`src/sv/text_mode_console_writer_defines.svh`:
```
// Assertion macros shared by the console writer RTL.
`ifndef TEXT_MODE_CONSOLE_WRITER_DEFINES_SVH
`define TEXT_MODE_CONSOLE_WRITER_DEFINES_SVH

`ifndef SYNTHESIS
// Invariant checked at every clock edge outside reset
`define TMCW_ASSERT(label, prop, msg) \
	label: assert property (@(posedge clk) disable iff (!arst_n) (prop)) else $error(msg);
// Condition in one cycle implies a result in the next
`define TMCW_ASSERT_NEXT(label, pre, post, msg) \
	label: assert property (@(posedge clk) disable iff (!arst_n) (pre) |=> (post)) \
		else $error(msg);
`else
`define TMCW_ASSERT(label, prop, msg)
`define TMCW_ASSERT_NEXT(label, pre, post, msg)
`endif

`endif

```
`src/sv/tmcw_pkg.sv`:
```
// Shared types, constants and field widths for the text mode console writer.
package tmcw_pkg;

	// Default screen geometry
	localparam int COLS_DEF = 80;
	localparam int ROWS_DEF = 24;

	// Field widths
	localparam int OP_W   = 1;
	localparam int CODE_W = 9;
	localparam int IDX_W  = 11;
	localparam int CUR_W  = 11;
	localparam int CELL_W = 16;
	localparam int ATTR_W = 8;
	localparam int CHAR_W = 8;

	// Stream bus widths, padded to whole bytes
	localparam int IN_DATA_W  = 24;
	localparam int OUT_DATA_W = 32;

	// Codes
	localparam logic [OP_W-1:0]   OP_PUT         = 1'b0;
	localparam logic [OP_W-1:0]   OP_READ        = 1'b1;
	localparam logic [CODE_W-1:0] CODE_NEWLINE   = 9'd10;
	localparam logic [CODE_W-1:0] CODE_BACKSPACE = 9'h100;
	localparam logic [CHAR_W-1:0] BLANK_CHAR     = 8'h20;
	localparam logic [ATTR_W-1:0] ATTR_RESET     = 8'h07;

	// Controller states
	typedef enum logic [7:0] {
		ST_CLEAR = 8'b0000_0001,
		ST_IDLE  = 8'b0000_0010,
		ST_PUT   = 8'b0000_0100,
		ST_BLANK = 8'b0000_1000,
		ST_COPY  = 8'b0001_0000,
		ST_ZERO  = 8'b0010_0000,
		ST_READ  = 8'b0100_0000,
		ST_RDATA = 8'b1000_0000
	} state_t;

	// Controller to datapath
	typedef struct packed {
		logic take;   // input may be accepted
		logic clr;    // clearing pass step
		logic put;    // execute put on cursor and cell
		logic blank;  // write blank at cursor
		logic copy;   // scroll copy step
		logic zero;   // scroll zero step
		logic rd;     // read address from item
		logic push;   // load result register
	} cmd_t;

	// Datapath to controller
	typedef struct packed {
		logic cnt_last;   // sweep counter on last cell
		logic copy_last;  // scroll copy finished
		logic scroll;     // pending put runs off the last row
		logic out_free;   // result register can take a result
	} sts_t;

endpackage

```
`src/sv/tmcw_ctrl.sv`:
```
// Sequencing state machine for the console writer.
module tmcw_ctrl
	import tmcw_pkg::*;
(
	input  logic            clk,
	input  logic            arst_n,
	input  logic            in_valid,
	input  logic [OP_W-1:0] in_op,
	input  sts_t            sts,
	output cmd_t            cmd
);

	state_t state_q, state_d;

	// next state and commands
	always_comb begin
		cmd     = '0;
		state_d = state_q;
		unique case (state_q)
			ST_CLEAR: begin
				cmd.clr = 1'b1;
				if (sts.cnt_last) begin
					state_d = ST_IDLE;
				end
			end
			ST_IDLE: begin
				cmd.take = 1'b1;
				if (in_valid) begin
					state_d = (in_op == OP_READ) ? ST_READ : ST_PUT;
				end
			end
			ST_PUT: begin
				cmd.put = 1'b1;
				state_d = sts.scroll ? ST_COPY : ST_BLANK;
			end
			ST_BLANK: begin
				cmd.blank = 1'b1;
				if (sts.out_free) begin
					cmd.push = 1'b1;
					state_d  = ST_IDLE;
				end
			end
			ST_COPY: begin
				cmd.copy = 1'b1;
				if (sts.copy_last) begin
					state_d = ST_ZERO;
				end
			end
			ST_ZERO: begin
				cmd.zero = 1'b1;
				if (sts.cnt_last && sts.out_free) begin
					cmd.push = 1'b1;
					state_d  = ST_IDLE;
				end
			end
			ST_READ: begin
				cmd.rd  = 1'b1;
				state_d = ST_RDATA;
			end
			ST_RDATA: begin
				cmd.rd = 1'b1;
				if (sts.out_free) begin
					cmd.push = 1'b1;
					state_d  = ST_IDLE;
				end
			end
			default: begin
				state_d = ST_IDLE;
			end
		endcase
	end

	// state register, clearing pass first after reset
	always_ff @(posedge clk or negedge arst_n) begin
		if (!arst_n) begin
			state_q <= ST_CLEAR;
		end else begin
			state_q <= state_d;
		end
	end

endmodule

```
`config.mk`:
```
export PLATFORM = sky130hd
export DESIGN_NAME = tmcw_ctrl
export DESIGN_NICKNAME = d
export VERILOG_FILES = /design/src/sv/text_mode_console_writer_defines.svh /design/src/sv/tmcw_pkg.sv /design/src/sv/tmcw_ctrl.sv
export SDC_FILE = /design/constraint.sdc
export NUM_CORES = 1
export LEC_CHECK = 0
export BUFFER_PORTS_ARGS = -buffer_cell sky130_fd_sc_hd__buf_2
export CAP_MARGIN = 15
export CORE_AREA = 10 10 47 49
export DETAILED_ROUTE_END_ITERATION = 16
export DIE_AREA = 0 0 57 59
export PLACE_DENSITY = 0.67
export SLEW_MARGIN = 20
export SYNTH_ARGS = -nofsm -noshare
export SYNTH_HDL_FRONTEND = slang
export SYNTH_SLANG_ARGS = --single-unit
```
`constraint.sdc`:
```
create_clock -name clk -period 2.16 [get_ports clk]
set_input_delay 0 -clock clk [delete_from_list [all_inputs] [get_ports clk]]
set_output_delay 0 -clock clk [all_outputs]
set_load 0.05 [all_outputs]
```
==> results.yml <==
worst_setup_path:
  cp.depth: 4
  rr_worst_depth: 4
  cp-end-kind: "primary output"
  cp_max_fo: 6
  worst_r2r_endpoint: "state_q[1]"
  crit_buf_inv: 2
  cpMostUsedCell: "or4_4"
  cp_top_family: "simple AND/OR/NAND/NOR gates"
  cp-startpoint: "state_q[7]"
  crit_type: "reg -> out"
  cp_cell_sequence: "or4_4 -> or4_4 -> inv_1 -> clkbuf_4"
  endpoint: "cmd[3]"
  cp.arrival_ns: 2.08
  cpPeakStageDelay_ns: 0.56
  worstSetupStartpointType: "register"
  slowest_stage: "or4_4"
  regToRegStartpoint: "state_q[7]"
  r2r_slack_ns: 0.31
  crit_required_ns: 2.16
grt:
  grt_util_met1: 0.09771
  grt_pass1_wl_um: 2394
  grt_pass1_vias: 539
  grt.busiest_layer: "met2"
  grt.overflow.total: 0
  antenna_found_initial: 0
  grtUsageTotal: 0.08518
  grt_max_degree: 9
  grt.met3_usage: 0.01931
  grt_use_met2: 0.1411
cells_and_area:
  layout_top_registers: "state_q (8)"
  syn2layout_area_growth_pct: 39.28
  largest_register_ffs: 8
  drive_gt1_frac: 0.2892
  num_antenna_cells: 0
  final_common_cell: "buf_2"
  largest-register: "state_q"
  layout_common_cells: "buf_2, dfrtp_1, nor2_1, dlygate4sd3_1, clkbuf_4"
  nNetsFinal: 92
timing:
  max_freq_mhz: 481.0
  rsz0062_at_grt: "false"
  setup_viol: 0
  hold_viol: 0
  fin_setup_tns_ns: 0
  tightest_slew_ns: 0.5232
  final.period_utilization: 0.9624
  whs_ns: 0.1214
  finalMaxSlewViolations: 0
  min_period_ns: 2.079
  slew_headroom: 0.6480
  clock_skew_ns: 0.009907
floorplanning:
  dieArea_um2: 3363
  initial_core_util: 0.3705
  die_w_um: 57
  rows: 14
  ios: 16
  core_area_um2: 1401
  die_h_um: 59
status:
  run_status: "finished, final reports clean"
clock_tree:
  clkLatencyLatePin_ns: 0.25
  cts-root-buf: "clkbuf_4"
  cts.clk_slew.worst_paths_ns: 0.06
  cts_max_level: 1
  numCtsBuffers: 3
  post_cts_buffers: 0
  cts_buffer_depth: 2
  clock-sinks: 8
  cts_tree: "built"
drt:
  drc_errors: 0
  wl_per_cell_um: 13.90
  via_per_inst: 5.475
  drt-total-wl_um: 1376
  vias: 542
  first_pass_iters: 4
  drtAntennaViolNets: 0
  drt_iter0_markers: 3
synth:
  postSynthAreaPerCell_um2: 9.110
  syn-num-nets: 65
  synth_cell_type_count: 27
  synthCells: 57
  synthTopCellsByArea: "dfrtp_1, dfstp_2, nand4b_1"
  synth_warnings: 0
  synth_seq_area_share: 0.3880
  synth-seq-cells: 8
  synth.top_cell.area_share: 0.3373
  yosysTopAreaCell: "dfrtp_1"
  synth_area_um2: 519.2
pwr:
  power.leakage_nw: 0.3762
  power_density_nw_per_um2: 1438
  irDropWorstVdd_mv: 0.7792
placed_design:
  hpwl_um: 1073
  gp_congestion: 0.7799
  port_buffers: 15
worst_hold_path:
  hold_path_class: "in -> async"
job:
  maxCapViolCount: 0
[synthesized netlist by cell type (all sizes together)]
library cell  count
dfrtp             7
nor2              6
inv               4
nand2b            3
nand4b            3
nor3              3
nor3b             3
and3              2
nand2             2
nand4             2
nor4              2
o22ai             2
o2bb2ai           2
or4               2
xor2              2
a211o             1
a211oi            1
a21boi            1
a21o              1
and2              1
and4b             1
dfstp             1
nand3             1
o211a             1
o21ai             1
o32ai             1
or3               1
[where the power goes]
part	switching [W]	leakage (nW)	total, W	internal, W
combinational	0.000410	0.257	0.000649	0.000239
sequential	0.0000751	0.104	0.000271	0.000195
clock	0.0000493	0.0150	0.000120	0.0000705
total	0.000534	0.376	0.00104	0.000505
[timing repair]
| action | CTS | global route |
|---|---|---|
| hold buffers | 6 | 0 |
| setup endpoints to repair | 1 | 2 |
| endpoints found under the hold margin | 14 | 0 |
| gates resized for setup | 1 | 2 |
[layer usage]
metal / vias up / wire, um
li1: 273 / -
met1: 260 / 615
met2: 7 / 705
met3: 2 / 51
met4: 0 / 4
met5: - / 0
[worst min-delay path by stage]
stage | cells past startpoint | start | slack (ns) | end
floorplan | 0 | arst_n | -0.30 | state_q[1]
global placement | 1 | arst_n | -0.15 | state_q[1]
detailed placement | 1 | arst_n | -0.15 | state_q[1]
CTS | 3 | sts[0] | 0.10 | state_q[5]
global route | 3 | sts[0] | 0.13 | state_q[5]
finish | 2 | arst_n | 0.12 | state_q[3]
[per-stage QoR]
| stage | power [W] | util | setup slack, ns | instances | area, um2 |
|---|---|---|---|---|---|
| 3_3_place_gp | 0.0008911 | 0.4473 | 0.3268 | 89 | 626.9 |
| 2_1_floorplan | 0.0007445 | - | 0.004028 | 57 | 524.3 |
| 4_1_cts | 0.001041 | 0.5125 | 0.04549 | 99 | 718.2 |
| 6_report | 0.001040 | 0.5161 | 0.08116 | 99 | 723.2 |
| 5_1_grt | 0.001132 | 0.5161 | 0.01312 | 99 | 723.2 |
| 3_5_place_dp | 0.0008944 | 0.4473 | 0.2795 | 89 | 626.9 |
[cell type report]
type	count	area (um2)
Multi-Input combinational cell	45	312.8
Fill cell	142	678.2
Clock buffer	4	26.28
Inverter	4	15.01
Sequential cell	8	201.4
Timing Repair Buffer	22	147.6
Tap cell	16	20.02
[logic make-up after synthesis]
| group | Yosys count | share of synthesized area |
|---|---|---|
| AND/OR/NAND/NOR | 32 | 0.3855 |
| XOR/XNOR | 2 | 0.03374 |
| AO/OA/AOI/OAI | 11 | 0.1639 |
| flip-flops | 8 | 0.3880 |
| buffers and inverters | 4 | 0.02891 |
(Power assumes the default switching activity.)
